[config.mk]
export PLATFORM = sky130hd
export DESIGN_NAME = greedy_sprite_tile_packer_unit_flat
export DESIGN_NICKNAME = d
export VERILOG_FILES = /design/src/hdl/gstp_pkg.sv /design/src/hdl/gstp_if.sv /design/src/hdl/gstp_lane.sv /design/src/hdl/gstp_merge.sv /design/src/hdl/greedy_sprite_tile_packer_unit.sv /design/src/flat_wrapper.sv
export SDC_FILE = /design/constraint.sdc
export NUM_CORES = 2
export LEC_CHECK = 0
export CAP_MARGIN = 10
export CELL_PAD_IN_SITES_DETAIL_PLACEMENT = 1
export CELL_PAD_IN_SITES_GLOBAL_PLACEMENT = 2
export CORE_AREA = 2 2 525 527
export DETAILED_ROUTE_END_ITERATION = 6
export DIE_AREA = 0 0 527 529
export DONT_BUFFER_PORTS = 1
export PLACE_DENSITY = 0.61
export SYNTH_ARGS = -nofsm -noshare
export SYNTH_HDL_FRONTEND = slang
export SYNTH_SLANG_ARGS = --single-unit
[constraint.sdc]
create_clock -name clock -period 18.14 [get_ports clock]
set_input_delay 0 -clock clock [delete_from_list [all_inputs] [get_ports clock]]
set_output_delay 0 -clock clock [all_outputs]
set_load 0.01 [all_outputs]
[src/hdl/gstp_pkg.sv]
// shared types, constants and size tables for the sprite tile packer
`timescale 1ns / 1ps
package gstp_pkg;

   localparam int NumSizes       = 12;
   localparam int SizeIdxW       = 4;
   localparam int RowStride      = 8;
   localparam int MaxColsDefault = 8;
   localparam int MaxRowsDefault = 8;
   localparam int CntW           = 7;
   localparam int DensW          = 17;
   localparam int AreaW          = 7;
   localparam int CoordW         = 3;
   localparam int DimW           = 4;
   localparam int TileW          = 10;
   localparam int UsedW          = 13;
   localparam int DensScale      = 1000;
   localparam int TileLimit      = 1024;
   localparam logic [TileW-1:0] TileMax = 10'd1023;

   typedef enum logic [1:0] {
      REG_GRID_COLS = 2'd0,
      REG_GRID_ROWS = 2'd1,
      REG_TILE_BASE = 2'd2,
      REG_PACK_MODE = 2'd3
   } reg_idx_type;

   localparam logic [1:0] StatusOk    = 2'd0;
   localparam logic [1:0] StatusRange = 2'd1;
   localparam logic [1:0] StatusNone  = 2'd2;

   typedef struct packed {
      logic              found;
      logic [CntW-1:0]   cnt;
      logic [DensW-1:0]  dens;
      logic [AreaW-1:0]  area;
      logic [CoordW-1:0] y;
      logic [CoordW-1:0] x;
   } cand_type;

   // width in tiles, largest sizes first
   function automatic logic [DimW-1:0] size_w(logic [SizeIdxW-1:0] d);
      case (d)
         4'd0, 4'd1:                      return 4'd8;
         4'd2, 4'd3, 4'd4, 4'd6:          return 4'd4;
         4'd5, 4'd7, 4'd9:                return 4'd2;
         default:                         return 4'd1;
      endcase
   endfunction

   function automatic logic [DimW-1:0] size_h(logic [SizeIdxW-1:0] d);
      case (d)
         4'd0, 4'd2:                      return 4'd8;
         4'd1, 4'd3, 4'd5, 4'd8:          return 4'd4;
         4'd4, 4'd7, 4'd10:               return 4'd2;
         default:                         return 4'd1;
      endcase
   endfunction

   function automatic logic [1:0] size_shape(logic [SizeIdxW-1:0] d);
      case (d)
         4'd0, 4'd3, 4'd7, 4'd11:         return 2'd0;
         4'd1, 4'd4, 4'd6, 4'd9:          return 2'd1;
         default:                         return 2'd2;
      endcase
   endfunction

   function automatic logic [1:0] size_class(logic [SizeIdxW-1:0] d);
      case (d)
         4'd0, 4'd1, 4'd2:                return 2'd3;
         4'd3, 4'd4, 4'd5:                return 2'd2;
         4'd6, 4'd7, 4'd8:                return 2'd1;
         default:                         return 2'd0;
      endcase
   endfunction

   function automatic logic [AreaW-1:0] size_area(logic [SizeIdxW-1:0] d);
      case (d)
         4'd0:                            return 7'd64;
         4'd1, 4'd2:                      return 7'd32;
         4'd3:                            return 7'd16;
         4'd4, 4'd5:                      return 7'd8;
         4'd6, 4'd7, 4'd8:                return 7'd4;
         4'd9, 4'd10:                     return 7'd2;
         default:                         return 7'd1;
      endcase
   endfunction

   // 8x8 cover mask of a rectangle, row stride of eight bits
   function automatic logic [63:0] rect_mask(logic [CoordW-1:0] x, logic [CoordW-1:0] y,
                                             logic [DimW-1:0] w, logic [DimW-1:0] h);
      logic [7:0]  pat;
      logic [63:0] m;
      pat = 8'(8'((9'd1 << w) - 9'd1) << x);
      for (int r = 0; r < 8; r++) begin
         m[r*8 +: 8] = (4'(r) >= {1'b0, y} && 4'(r) < ({1'b0, y} + h)) ? pat : 8'd0;
      end
      return m;
   endfunction

   // count, then density, then area, then lower row, then lower column
   function automatic logic cand_better(cand_type a, cand_type b);
      return !b.found || a.cnt > b.cnt ||
             (a.cnt == b.cnt && (a.dens > b.dens ||
             (a.dens == b.dens && (a.area > b.area ||
             (a.area == b.area && (a.y < b.y || (a.y == b.y && a.x < b.x)))))));
   endfunction

endpackage

[src/hdl/gstp_if.sv]
// request and response channel interfaces of the sprite tile packer
`timescale 1ns / 1ps
interface gstp_req_if;
   logic       valid;
   logic       ready;
   logic [7:0] row_mask;
   logic       last_row;
   modport source (output valid, row_mask, last_row, input ready);
   modport sink (input valid, row_mask, last_row, output ready);
endinterface

interface gstp_rsp_if;
   logic                    valid;
   logic                    ready;
   logic [2:0]              piece_col;
   logic [2:0]              piece_row;
   logic [1:0]              shape_code;
   logic [1:0]              size_code;
   logic [9:0]              first_tile;
   logic [1:0]              status;
   logic                    last_piece;
   modport source (output valid, piece_col, piece_row, shape_code, size_code, first_tile,
                   status, last_piece, input ready);
   modport sink (input valid, piece_col, piece_row, shape_code, size_code, first_tile,
                 status, last_piece, output ready);
endinterface

[src/hdl/gstp_lane.sv]
// one sprite size: walks its placements around the anchor and keeps the best
`timescale 1ns / 1ps
module gstp_lane #(
   parameter int MAX_ROWS = gstp_pkg::MaxRowsDefault,
   parameter int W        = 1,
   parameter int H        = 1
) (
   input  logic                                    clock,
   input  logic                                    reset,
   input  logic                                    clear,
   input  logic                                    step,
   input  logic [gstp_pkg::CoordW-1:0]             seed_x,
   input  logic [gstp_pkg::CoordW-1:0]             seed_y,
   input  logic [gstp_pkg::CoordW-1:0]             off_x,
   input  logic [gstp_pkg::CoordW-1:0]             off_y,
   input  logic [gstp_pkg::DimW-1:0]               cols_eff,
   input  logic [gstp_pkg::DimW-1:0]               rows_eff,
   input  logic                                    pack_mode,
   input  logic [MAX_ROWS*gstp_pkg::RowStride-1:0] remaining,
   input  logic [MAX_ROWS*gstp_pkg::RowStride-1:0] occupied,
   output gstp_pkg::cand_type                      best
);
   localparam int MapBits = MAX_ROWS * gstp_pkg::RowStride;
   localparam int Area    = W * H;
   localparam int LogArea = $clog2(Area);
   localparam logic [gstp_pkg::DimW-1:0] WC = gstp_pkg::DimW'(W);
   localparam logic [gstp_pkg::DimW-1:0] HC = gstp_pkg::DimW'(H);

   logic [gstp_pkg::DimW-1:0]   sum_x, sum_y;
   logic [gstp_pkg::CoordW-1:0] pos_x, pos_y;
   logic                        pos_ok, hit_occ, cand_ok;
   logic [63:0]                 full_mask;
   logic [MapBits-1:0]          hits;
   logic [3:0]                  row_cnt [MAX_ROWS];
   logic [gstp_pkg::CntW-1:0]   cnt;

   logic                        a_valid_ff, a_valid_in;
   logic [gstp_pkg::CntW-1:0]   a_cnt_ff;
   logic [gstp_pkg::CoordW-1:0] a_x_ff, a_y_ff;
   gstp_pkg::cand_type          cand, best_ff, best_in;

   // placement = anchor + offset - (size - 1), kept in unsigned form
   always_comb begin
      sum_x  = {1'b0, seed_x} + {1'b0, off_x};
      sum_y  = {1'b0, seed_y} + {1'b0, off_y};
      pos_ok = ({1'b0, off_x} < WC) && ({1'b0, off_y} < HC) &&
               (sum_x >= WC - 4'd1) && (sum_y >= HC - 4'd1) &&
               (sum_x < cols_eff) && (sum_y < rows_eff);
      pos_x  = gstp_pkg::CoordW'(sum_x - (WC - 4'd1));
      pos_y  = gstp_pkg::CoordW'(sum_y - (HC - 4'd1));
      full_mask = gstp_pkg::rect_mask(pos_x, pos_y, WC, HC);
      hits    = remaining & full_mask[MapBits-1:0];
      hit_occ = |(occupied & full_mask[MapBits-1:0]);
      for (int r = 0; r < MAX_ROWS; r++) begin
         row_cnt[r] = 4'd0;
         for (int c = 0; c < gstp_pkg::RowStride; c++) begin
            row_cnt[r] = row_cnt[r] + 4'(hits[r*gstp_pkg::RowStride + c]);
         end
      end
      cnt = '0;
      for (int r = 0; r < MAX_ROWS; r++) begin
         cnt = cnt + gstp_pkg::CntW'(row_cnt[r]);
      end
      cand_ok = pos_ok && !(pack_mode && hit_occ) && (cnt != '0) &&
                ((Area == 1) || (cnt >= 7'd2 && {cnt, 1'b0} >= 8'(Area)));
      a_valid_in = step && cand_ok && !clear;
   end

   // density against the held best
   always_comb begin
      cand.found = 1'b1;
      cand.cnt   = a_cnt_ff;
      cand.dens  = gstp_pkg::DensW'((gstp_pkg::DensW'(a_cnt_ff) *
                   gstp_pkg::DensW'(gstp_pkg::DensScale)) >> LogArea);
      cand.area  = gstp_pkg::AreaW'(Area);
      cand.y     = a_y_ff;
      cand.x     = a_x_ff;
      best_in    = best_ff;
      if (clear) begin
         best_in.found = 1'b0;
      end else if (a_valid_ff && gstp_pkg::cand_better(cand, best_ff)) begin
         best_in = cand;
      end
   end

   always_ff @(posedge clock) begin
      if (reset) begin
         a_valid_ff <= 1'b0;
         best_ff    <= '0;
      end else begin
         a_valid_ff <= a_valid_in;
         best_ff    <= best_in;
      end
   end

   always_ff @(posedge clock) begin
      a_cnt_ff <= cnt;
      a_x_ff   <= pos_x;
      a_y_ff   <= pos_y;
   end

   assign best = best_ff;

endmodule

[src/hdl/gstp_merge.sv]
// walks the lane results in table order and keeps the overall best
`timescale 1ns / 1ps
module gstp_merge (
   input  logic                              clock,
   input  logic                              reset,
   input  logic                              start,
   input  gstp_pkg::cand_type                lane_best [gstp_pkg::NumSizes],
   output gstp_pkg::cand_type                best,
   output logic [gstp_pkg::SizeIdxW-1:0]     best_size,
   output logic                              done
);
   localparam logic [gstp_pkg::SizeIdxW-1:0] LastIdx =
      gstp_pkg::SizeIdxW'(gstp_pkg::NumSizes - 1);

   logic                            busy_ff, busy_in;
   logic [gstp_pkg::SizeIdxW-1:0]   idx_ff, idx_in;
   logic [gstp_pkg::SizeIdxW-1:0]   size_ff, size_in;
   gstp_pkg::cand_type              best_ff, best_in, pick;

   always_comb begin
      pick    = lane_best[idx_ff];
      done    = busy_ff && (idx_ff == LastIdx);
      busy_in = busy_ff;
      idx_in  = idx_ff;
      best_in = best_ff;
      size_in = size_ff;
      if (start) begin
         busy_in       = 1'b1;
         idx_in        = '0;
         best_in.found = 1'b0;
      end else if (busy_ff) begin
         if (pick.found && gstp_pkg::cand_better(pick, best_ff)) begin
            best_in = pick;
            size_in = idx_ff;
         end
         idx_in = idx_ff + 1'b1;
         if (done) begin
            busy_in = 1'b0;
         end
      end
   end

   always_ff @(posedge clock) begin
      if (reset) begin
         busy_ff <= 1'b0;
         idx_ff  <= '0;
         best_ff <= '0;
      end else begin
         busy_ff <= busy_in;
         idx_ff  <= idx_in;
         best_ff <= best_in;
      end
   end

   always_ff @(posedge clock) begin
      size_ff <= size_in;
   end

   assign best      = best_ff;
   assign best_size = size_ff;

endmodule

[src/hdl/greedy_sprite_tile_packer_unit.sv]
// top level of the greedy sprite tile packer: row store, sequencer, lanes, merge, csr
// row requests are taken in the idle state; a request with last_row starts packing
// packing: a setup state, then for each piece the anchor state, the 64-step placement
// sweep, drain, merge of the lane results and emit, plus any stall on the response
// no request is taken while packing; up to 64 pieces per packing
// reset (synchronous): maps cleared, no rows loaded, registers at 8, 8, 0, 0
`timescale 1ns / 1ps
module greedy_sprite_tile_packer_unit #(
   parameter int MAX_COLS = gstp_pkg::MaxColsDefault,
   parameter int MAX_ROWS = gstp_pkg::MaxRowsDefault
) (
   input  logic        clock,
   input  logic        reset,
   gstp_req_if.sink    req_chan,
   gstp_rsp_if.source  rsp_chan,
   input  logic        csr_psel,
   input  logic        csr_penable,
   input  logic        csr_pwrite,
   input  logic [3:0]  csr_paddr,
   input  logic [31:0] csr_pwdata,
   output logic [31:0] csr_prdata,
   output logic        csr_pready
);
   localparam int MapBits = MAX_ROWS * gstp_pkg::RowStride;
   localparam int LoadW   = $clog2(MAX_ROWS + 1);
   localparam int Stride  = gstp_pkg::RowStride;

   typedef enum logic [6:0] {
      S_IDLE   = 7'b0000001,
      S_PREP   = 7'b0000010,
      S_ANCHOR = 7'b0000100,
      S_SWEEP  = 7'b0001000,
      S_DRAIN  = 7'b0010000,
      S_MERGE  = 7'b0100000,
      S_EMIT   = 7'b1000000
   } state_type;

   // configuration registers
   logic [3:0] grid_cols_ff, grid_cols_in;
   logic [3:0] grid_rows_ff, grid_rows_in;
   logic [9:0] tile_base_ff, tile_base_in;
   logic       pack_mode_ff, pack_mode_in;
   logic       csr_wr;

   // packing state
   state_type                   state_ff, state_in;
   logic [MapBits-1:0]          remaining_ff, remaining_in;
   logic [MapBits-1:0]          occupied_ff, occupied_in;
   logic [gstp_pkg::UsedW-1:0]  tiles_used_ff, tiles_used_in;
   logic [LoadW-1:0]            rows_loaded_ff, rows_loaded_in;
   logic [5:0]                  pieces_ff, pieces_in;
   logic [5:0]                  sweep_ff, sweep_in;
   logic [2:0]                  seed_x_ff, seed_x_in, seed_y_ff, seed_y_in;

   // response holding register
   logic       rsp_valid_ff, rsp_valid_in;
   logic [2:0] rsp_col_ff, rsp_col_in, rsp_row_ff, rsp_row_in;
   logic [1:0] rsp_shape_ff, rsp_shape_in, rsp_size_ff, rsp_size_in;
   logic [9:0] rsp_tile_ff, rsp_tile_in;
   logic [1:0] rsp_status_ff, rsp_status_in;
   logic       rsp_last_ff, rsp_last_in;

   // datapath helpers
   logic [3:0]                    cols_eff, rows_eff;
   logic [MapBits-1:0]            area_mask;
   logic                          anchor_any;
   logic [5:0]                    anchor_idx;
   logic                          req_fire, out_free, lane_clear, lane_step, merge_start;
   gstp_pkg::cand_type            lane_best [gstp_pkg::NumSizes];
   gstp_pkg::cand_type            best;
   logic [gstp_pkg::SizeIdxW-1:0] best_size;
   logic                          merge_done;
   logic [3:0]                    best_w, best_h;
   logic [63:0]                   best_rect;
   logic [MapBits-1:0]            next_rem;
   logic [13:0]                   start_tile;
   logic                          piece_last;

   // ---------------- configuration port ----------------
   assign csr_pready = 1'b1;
   assign csr_wr     = csr_psel && csr_penable && csr_pwrite;

   always_comb begin
      grid_cols_in = grid_cols_ff;
      grid_rows_in = grid_rows_ff;
      tile_base_in = tile_base_ff;
      pack_mode_in = pack_mode_ff;
      if (csr_wr) begin
         unique case (gstp_pkg::reg_idx_type'(csr_paddr[3:2]))
            gstp_pkg::REG_GRID_COLS: grid_cols_in = csr_pwdata[3:0];
            gstp_pkg::REG_GRID_ROWS: grid_rows_in = csr_pwdata[3:0];
            gstp_pkg::REG_TILE_BASE: tile_base_in = csr_pwdata[9:0];
            gstp_pkg::REG_PACK_MODE: pack_mode_in = csr_pwdata[0];
            default: ;
         endcase
      end
   end

   always_comb begin
      unique case (gstp_pkg::reg_idx_type'(csr_paddr[3:2]))
         gstp_pkg::REG_GRID_COLS: csr_prdata = {28'd0, grid_cols_ff};
         gstp_pkg::REG_GRID_ROWS: csr_prdata = {28'd0, grid_rows_ff};
         gstp_pkg::REG_TILE_BASE: csr_prdata = {22'd0, tile_base_ff};
         gstp_pkg::REG_PACK_MODE: csr_prdata = {31'd0, pack_mode_ff};
         default:                 csr_prdata = 32'd0;
      endcase
   end

   // ---------------- grid size and anchor ----------------
   always_comb begin
      // zero counts as one, oversize clamps to the build maximum
      cols_eff = (grid_cols_ff == 4'd0) ? 4'd1 :
                 (grid_cols_ff > 4'(MAX_COLS)) ? 4'(MAX_COLS) : grid_cols_ff;
      rows_eff = (grid_rows_ff == 4'd0) ? 4'd1 :
                 (grid_rows_ff > 4'(MAX_ROWS)) ? 4'(MAX_ROWS) : grid_rows_ff;
      for (int r = 0; r < MAX_ROWS; r++) begin
         for (int c = 0; c < Stride; c++) begin
            area_mask[r*Stride + c] = (4'(r) < rows_eff) && (4'(c) < cols_eff);
         end
      end
      // first remaining tile in raster order
      anchor_any = 1'b0;
      anchor_idx = 6'd0;
      for (int i = MapBits - 1; i >= 0; i--) begin
         if (remaining_ff[i]) begin
            anchor_any = 1'b1;
            anchor_idx = 6'(i);
         end
      end
   end

   // ---------------- lanes, one per sprite size ----------------
   assign lane_clear  = (state_ff == S_ANCHOR);
   assign lane_step   = (state_ff == S_SWEEP);
   assign merge_start = (state_ff == S_DRAIN);

   for (genvar d = 0; d < gstp_pkg::NumSizes; d++) begin : g_lane
      gstp_lane #(
         .MAX_ROWS (MAX_ROWS),
         .W        (int'(gstp_pkg::size_w(gstp_pkg::SizeIdxW'(d)))),
         .H        (int'(gstp_pkg::size_h(gstp_pkg::SizeIdxW'(d))))
      ) u_lane (
         .clock     (clock),
         .reset     (reset),
         .clear     (lane_clear),
         .step      (lane_step),
         .seed_x    (seed_x_ff),
         .seed_y    (seed_y_ff),
         .off_x     (sweep_ff[2:0]),
         .off_y     (sweep_ff[5:3]),
         .cols_eff  (cols_eff),
         .rows_eff  (rows_eff),
         .pack_mode (pack_mode_ff),
         .remaining (remaining_ff),
         .occupied  (occupied_ff),
         .best      (lane_best[d])
      );
   end

   gstp_merge u_merge (
      .clock     (clock),
      .reset     (reset),
      .start     (merge_start),
      .lane_best (lane_best),
      .best      (best),
      .best_size (best_size),
      .done      (merge_done)
   );

   // ---------------- sequencer ----------------
   assign req_chan.ready = (state_ff == S_IDLE);
   assign req_fire       = req_chan.valid && (state_ff == S_IDLE);
   assign out_free       = !rsp_valid_ff || rsp_chan.ready;

   always_comb begin
      best_w     = gstp_pkg::size_w(best_size);
      best_h     = gstp_pkg::size_h(best_size);
      best_rect  = gstp_pkg::rect_mask(best.x, best.y, best_w, best_h);
      next_rem   = remaining_ff & ~best_rect[MapBits-1:0];
      start_tile = 14'(tile_base_ff) + 14'(tiles_used_ff);
      // final piece: nothing left, the piece budget used up, or no candidate
      piece_last = !best.found || (next_rem == '0) || (pieces_ff == 6'd63);
   end

   always_comb begin
      state_in       = state_ff;
      remaining_in   = remaining_ff;
      occupied_in    = occupied_ff;
      tiles_used_in  = tiles_used_ff;
      rows_loaded_in = rows_loaded_ff;
      pieces_in      = pieces_ff;
      sweep_in       = sweep_ff;
      seed_x_in      = seed_x_ff;
      seed_y_in      = seed_y_ff;
      rsp_valid_in   = rsp_valid_ff && !rsp_chan.ready;
      rsp_col_in     = rsp_col_ff;
      rsp_row_in     = rsp_row_ff;
      rsp_shape_in   = rsp_shape_ff;
      rsp_size_in    = rsp_size_ff;
      rsp_tile_in    = rsp_tile_ff;
      rsp_status_in  = rsp_status_ff;
      rsp_last_in    = rsp_last_ff;

      unique case (state_ff)
         S_IDLE: begin
            if (req_fire) begin
               // store the row while there is room, extra rows drop
               if (rows_loaded_ff < LoadW'(MAX_ROWS)) begin
                  for (int r = 0; r < MAX_ROWS; r++) begin
                     if (LoadW'(r) == rows_loaded_ff) begin
                        remaining_in[r*Stride +: Stride] = req_chan.row_mask;
                     end
                  end
                  rows_loaded_in = rows_loaded_ff + 1'b1;
               end
               if (req_chan.last_row) begin
                  state_in = S_PREP;
               end
            end
         end
         S_PREP: begin
            remaining_in  = remaining_ff & area_mask;
            occupied_in   = '0;
            tiles_used_in = '0;
            pieces_in     = '0;
            state_in      = S_ANCHOR;
         end
         S_ANCHOR: begin
            if (anchor_any) begin
               seed_x_in = anchor_idx[2:0];
               seed_y_in = anchor_idx[5:3];
               sweep_in  = '0;
               state_in  = S_SWEEP;
            end else begin
               // empty grid gives no pieces
               remaining_in   = '0;
               occupied_in    = '0;
               rows_loaded_in = '0;
               state_in       = S_IDLE;
            end
         end
         S_SWEEP: begin
            sweep_in = sweep_ff + 1'b1;
            if (sweep_ff == 6'd63) begin
               state_in = S_DRAIN;
            end
         end
         S_DRAIN: begin
            state_in = S_MERGE;
         end
         S_MERGE: begin
            if (merge_done) begin
               state_in = S_EMIT;
            end
         end
         S_EMIT: begin
            if (out_free) begin
               rsp_valid_in = 1'b1;
               rsp_last_in  = piece_last;
               pieces_in    = pieces_ff + 1'b1;
               if (best.found) begin
                  rsp_col_in    = best.x;
                  rsp_row_in    = best.y;
                  rsp_shape_in  = gstp_pkg::size_shape(best_size);
                  rsp_size_in   = gstp_pkg::size_class(best_size);
                  rsp_tile_in   = (start_tile > 14'(gstp_pkg::TileMax)) ?
                                  gstp_pkg::TileMax : start_tile[9:0];
                  rsp_status_in = ((15'(start_tile) + 15'(best.area)) >
                                   15'(gstp_pkg::TileLimit)) ?
                                  gstp_pkg::StatusRange : gstp_pkg::StatusOk;
                  tiles_used_in = tiles_used_ff + gstp_pkg::UsedW'(best.area);
                  remaining_in  = next_rem;
                  occupied_in   = occupied_ff | best_rect[MapBits-1:0];
               end else begin
                  rsp_col_in    = '0;
                  rsp_row_in    = '0;
                  rsp_shape_in  = '0;
                  rsp_size_in   = '0;
                  rsp_tile_in   = '0;
                  rsp_status_in = gstp_pkg::StatusNone;
               end
               if (piece_last) begin
                  remaining_in   = '0;
                  occupied_in    = '0;
                  rows_loaded_in = '0;
                  state_in       = S_IDLE;
               end else begin
                  state_in = S_ANCHOR;
               end
            end
         end
         default: begin
            state_in = S_IDLE;
         end
      endcase
   end

   always_ff @(posedge clock) begin
      if (reset) begin
         grid_cols_ff   <= 4'd8;
         grid_rows_ff   <= 4'd8;
         tile_base_ff   <= '0;
         pack_mode_ff   <= 1'b0;
         state_ff       <= S_IDLE;
         remaining_ff   <= '0;
         occupied_ff    <= '0;
         tiles_used_ff  <= '0;
         rows_loaded_ff <= '0;
         pieces_ff      <= '0;
         sweep_ff       <= '0;
         rsp_valid_ff   <= 1'b0;
      end else begin
         grid_cols_ff   <= grid_cols_in;
         grid_rows_ff   <= grid_rows_in;
         tile_base_ff   <= tile_base_in;
         pack_mode_ff   <= pack_mode_in;
         state_ff       <= state_in;
         remaining_ff   <= remaining_in;
         occupied_ff    <= occupied_in;
         tiles_used_ff  <= tiles_used_in;
         rows_loaded_ff <= rows_loaded_in;
         pieces_ff      <= pieces_in;
         sweep_ff       <= sweep_in;
         rsp_valid_ff   <= rsp_valid_in;
      end
   end

   // payload, no reset needed
   always_ff @(posedge clock) begin
      seed_x_ff     <= seed_x_in;
      seed_y_ff     <= seed_y_in;
      rsp_col_ff    <= rsp_col_in;
      rsp_row_ff    <= rsp_row_in;
      rsp_shape_ff  <= rsp_shape_in;
      rsp_size_ff   <= rsp_size_in;
      rsp_tile_ff   <= rsp_tile_in;
      rsp_status_ff <= rsp_status_in;
      rsp_last_ff   <= rsp_last_in;
   end

   assign rsp_chan.valid      = rsp_valid_ff;
   assign rsp_chan.piece_col  = rsp_col_ff;
   assign rsp_chan.piece_row  = rsp_row_ff;
   assign rsp_chan.shape_code = rsp_shape_ff;
   assign rsp_chan.size_code  = rsp_size_ff;
   assign rsp_chan.first_tile = rsp_tile_ff;
   assign rsp_chan.status     = rsp_status_ff;
   assign rsp_chan.last_piece = rsp_last_ff;

endmodule
[src/flat_wrapper.sv]
// flat-port wrapper written by rule: the top's interface ports become plain ports
module greedy_sprite_tile_packer_unit_flat 
#(
   parameter int MAX_COLS = gstp_pkg::MaxColsDefault,
   parameter int MAX_ROWS = gstp_pkg::MaxRowsDefault
)
  (clock, reset, csr_psel, csr_penable, csr_pwrite, csr_paddr, csr_pwdata, csr_prdata, csr_pready, req_chan_valid, req_chan_row_mask, req_chan_last_row, req_chan_ready, rsp_chan_valid, rsp_chan_piece_col, rsp_chan_piece_row, rsp_chan_shape_code, rsp_chan_size_code, rsp_chan_first_tile, rsp_chan_status, rsp_chan_last_piece, rsp_chan_ready);
  gstp_req_if req_chan_i ();
  gstp_rsp_if rsp_chan_i ();
  input  logic clock;
  input  logic reset;
  input  logic csr_psel;
  input  logic csr_penable;
  input  logic csr_pwrite;
  input  logic [3:0] csr_paddr;
  input  logic [31:0] csr_pwdata;
  output logic [31:0] csr_prdata;
  output logic csr_pready;
  input wire logic [$bits(req_chan_i.valid)-1:0] req_chan_valid;
  input wire logic [$bits(req_chan_i.row_mask)-1:0] req_chan_row_mask;
  input wire logic [$bits(req_chan_i.last_row)-1:0] req_chan_last_row;
  output wire logic [$bits(req_chan_i.ready)-1:0] req_chan_ready;
  output wire logic [$bits(rsp_chan_i.valid)-1:0] rsp_chan_valid;
  output wire logic [$bits(rsp_chan_i.piece_col)-1:0] rsp_chan_piece_col;
  output wire logic [$bits(rsp_chan_i.piece_row)-1:0] rsp_chan_piece_row;
  output wire logic [$bits(rsp_chan_i.shape_code)-1:0] rsp_chan_shape_code;
  output wire logic [$bits(rsp_chan_i.size_code)-1:0] rsp_chan_size_code;
  output wire logic [$bits(rsp_chan_i.first_tile)-1:0] rsp_chan_first_tile;
  output wire logic [$bits(rsp_chan_i.status)-1:0] rsp_chan_status;
  output wire logic [$bits(rsp_chan_i.last_piece)-1:0] rsp_chan_last_piece;
  input wire logic [$bits(rsp_chan_i.ready)-1:0] rsp_chan_ready;
  assign req_chan_i.valid = req_chan_valid;
  assign req_chan_i.row_mask = req_chan_row_mask;
  assign req_chan_i.last_row = req_chan_last_row;
  assign req_chan_ready = req_chan_i.ready;
  assign rsp_chan_valid = rsp_chan_i.valid;
  assign rsp_chan_piece_col = rsp_chan_i.piece_col;
  assign rsp_chan_piece_row = rsp_chan_i.piece_row;
  assign rsp_chan_shape_code = rsp_chan_i.shape_code;
  assign rsp_chan_size_code = rsp_chan_i.size_code;
  assign rsp_chan_first_tile = rsp_chan_i.first_tile;
  assign rsp_chan_status = rsp_chan_i.status;
  assign rsp_chan_last_piece = rsp_chan_i.last_piece;
  assign rsp_chan_i.ready = rsp_chan_ready;
  greedy_sprite_tile_packer_unit #(.MAX_COLS(MAX_COLS), .MAX_ROWS(MAX_ROWS)) u_core (.clock(clock), .reset(reset), .req_chan(req_chan_i), .rsp_chan(rsp_chan_i), .csr_psel(csr_psel), .csr_penable(csr_penable), .csr_pwrite(csr_pwrite), .csr_paddr(csr_paddr), .csr_pwdata(csr_pwdata), .csr_prdata(csr_prdata), .csr_pready(csr_pready));
endmodule
==> results.cfg <==
[floorplan]
die_w_um = 527
start_util = 0.299
die_y_um = 529
core_um2 = 273000
dieArea_um2 = 279000
ios = 110
row_count = 192

[cells_and_area]
fin_cells = 13000
ff_latch_area_um2 = 14500
area_growth_syn_to_layout_pct = 10.4
fin_nets = 11200
multi_input_area_um2 = 60200
final.fill_count = 31800
layout-drive-gt1-share = 0.0638

[critical_path]
cp_common_cell = fa_1
max_stage_delay_ps = 790
worstSetupStartpointType = flip-flop
cp_slowest_cell = and2_1
worstSetupPathType = reg -> reg
crit_fanout = 37
cp.arrival_ps = 11880
cp-end-kind = flip-flop
r2r_start = u_core.sweep_ff[3]$_SDFFE_PP0P_
startpoint = u_core.sweep_ff[3]$_SDFFE_PP0P_
critical_path_required_ps = 18770

[synthesis]
syn_inst = 9472
yosysTopAreaCellShare = 0.213
yosysUniqueCellTypes = 102
ys_seq_elements = 705
avgSynthCellArea_um2 = 8.62
yosysMostFrequentCell = inv_1
yosysSeqAreaShare = 0.177
synth_flop_cell = dfxtp_1
syn_area_um2 = 81700
synth-edff-count = 33
synthTopCellsByArea = fa_1 21%, dfxtp_1 16%, ha_1 15%, inv_1 6.4%, nor2_1 4.3%
async_flop_share = 0
synthTopCellsByCount = 1384 x inv_1, 985 x ha_1, 942 x nor2_1
synth-warning-count = 0
synth.largest_area_cell = fa_1

[timing]
hold_viol = 0
maxSlewViolCount = 0
worstMarginPinSlew_ps = 1390
rsz0062_at_grt = no
final.min_clock_period_ps = 11250
clock_skew_ps = 52.8
period_share = 0.620
finalSetupViolCount = 0
setup_slack_ps = 6890
fin_tns_setup_ps = 0
relSlewSlack = 0.0660
max_freq_mhz = 88.9

[cts]
cts_tree = done
cts_sinks = 705
cts_buffers = 95
clk_pin_slew_ps = 60
cts-resized-gates = 0
clk_path_buf_depth = 3
htree_num_levels = 3
clk_latency_ps = 800
cts-root-buf = clkbuf_16

[global_routing]
grt_pass1_wl_mm = 554
grt_max_degree = 451
grt_util_all_layers = 0.275
grt_overflow = 0
grt_antenna_before_repair = 33
first_global_vias = 74800

[status]
violations = design-rule violations
status = complete, but fails checks

[placement]
place.gp.congestion = 0.958
dp.cells = 12800
place_ws_ps = 7160
dp_hpwl_mm = 295
io_buffers = 0

[drt]
ant_nets = 0
vias_per_cell = 5.55
wirelength_mm = 391
drt-wirelength-per-cell_um = 30.0
drc_errors = 7
drt_iter0_markers = 5838
drt_pre_antenna_iters = 7
vias = 72200

[power]
finalPower_mw = 6.01
vdd_drop_max_mv = 0.0695
p_per_area_nw_per_um2 = 66.6
p_leak_nw = 40.3

[hold_path]
hold_class = in -> reg
hold_start = csr_pwdata[0]

[flow_run]
cap_viol_max_count = 0
state kept, by name, indices dropped and copies added (netlist names), 6 cells and up:
register and count:
u_core.remaining_ff 64, u_core.g_lane.u_lane.a_y_ff 9, u_core.g_lane.u_lane.a_x_ff 9, u_core.g_lane.u_lane.a_cnt_ff 84, u_core.g_lane.u_lane.a_valid_ff 12, u_core.tiles_used_ff 13, u_core.pieces_ff 6, u_core.tile_base_ff 10
u_core.occupied_ff 64, u_core.sweep_ff 6, u_core.g_lane.u_lane.best 323, u_core.state_ff 7, u_core.u_merge.best 38, u_core.rsp_chan.first_tile 10
power by group:
| part | switching, mW | internal (mW) | leakage (nW) |
|---|---|---|---|
| registers | 0.122 | 1.61 | 5.78 |
| clock network | 0.831 | 1.22 | 1.62 |
| logic | 1.38 | 0.845 | 32.9 |
metal layers:
layer	up-vias	track usage	share of wire
met5	-	0	0.00017
met4	10	0.126	0.053
met2	2469	0.437	0.45
met1	37400	0.366	0.44
met3	718	0.0417	0.061
li1	31600	-	-
path summary, 6_finish.rpt:
| kind | to | slack, ps | depth (start not counted) |
|---|---|---|---|
| worst max-delay path | u_core.g_lane[8].u_lane.a_valid_ff$_SDFF_PP0_ | 6890 | 28 |
| worst min-delay path | u_core.tile_base_ff[0]$_SDFFE_PP0P_ | 70 | 3 |
| worst max register to register | u_core.g_lane[8].u_lane.a_valid_ff$_SDFF_PP0_ | 6890 | 28 |
| worst min register to register | u_core.g_lane[3].u_lane.best[14]$_SDFFE_PP0P_ | 470 | 2 |
layout make-up:
class                           instances  area share
Tap cell                             3589      0.0498
Clock buffer                          136      0.0310
Antenna cell                           13    0.000361
Sequential cell                       705       0.160
Inverter                             1392      0.0579
Timing Repair Buffer                  298      0.0269
Multi-Input combinational cell       6840       0.668
Clock inverter                         35     0.00589
per-stage QoR:
stage / util / hold slack, ps / cell area, µm²
3_5_place_dp: 0.316 / 128 / 86300
4_1_cts: 0.330 / 1.90 / 90100
6_report: 0.331 / 66.7 / 90200
5_1_grt: 0.331 / 73.2 / 90200
2_1_floorplan: - / 125 / 81800
3_3_place_gp: 0.316 / 119 / 86300
timing repair:
item | 4_1_cts | 5_1_grt
hold buffers | 43 | 1
endpoints found under the hold margin | 464 | 144
buffers inserted | 0 | 0
worst max-delay path: cells and delay by family, from the launching register on:
| family | cells | cell delay, ps |
|---|---|---|
| flip-flops | 1 | 390 |
| XOR/XNOR | 3 | 890 |
| AND/OR/NAND/NOR | 4 | 2070 |
| adder cells (fa/ha/maj) | 12 | 5570 |
| buffers and inverters | 6 | 1360 |
| AO/OA/AOI/OAI | 3 | 700 |
placed cells by master, fill, tap and decap left out, types with 23 or more instances in the layout:
cell type and count:
conb_1 23, a22o_1 27, nor4_1 54, and3_1 97, clkbuf_16 97, dfxtp_1 648, nand4_1 91, nor2b_1 105
inv_1 1384, buf_4 249, o22ai_1 27, ha_1 982, o211ai_1 58, a21boi_0 47, a21o_1 118, fa_1 870
o21ai_0 346, nand2b_1 42, o21a_1 119, a22oi_1 76, edfxtp_1 33, nor2_1 931, nand3_1 553, dlygate4sd3_1 43
and2_1 49, a31oi_1 30, o21bai_1 24, a221oi_1 25, xor2_1 45, a222oi_1 25, mux2i_1 313, a211oi_1 49
xnor2_1 131, nand2_1 509, nor3_1 100, a21oi_1 529, mux4_2 75
kinds of logic after synthesis:
group / Yosys count / share of synthesized area
AOI/OAI and AO/OA: 1745 / 0.139
xor gates and xnor gates: 181 / 0.0194
adders and majority gates: 1855 / 0.364
buffers and inverters: 1948 / 0.0915
DFF: 705 / 0.177
muxes: 388 / 0.0590
other: 2 / 0.0000919
and+or+nand+nor: 2648 / 0.150
No activity file was read; power rests on OpenSTA's default activity.
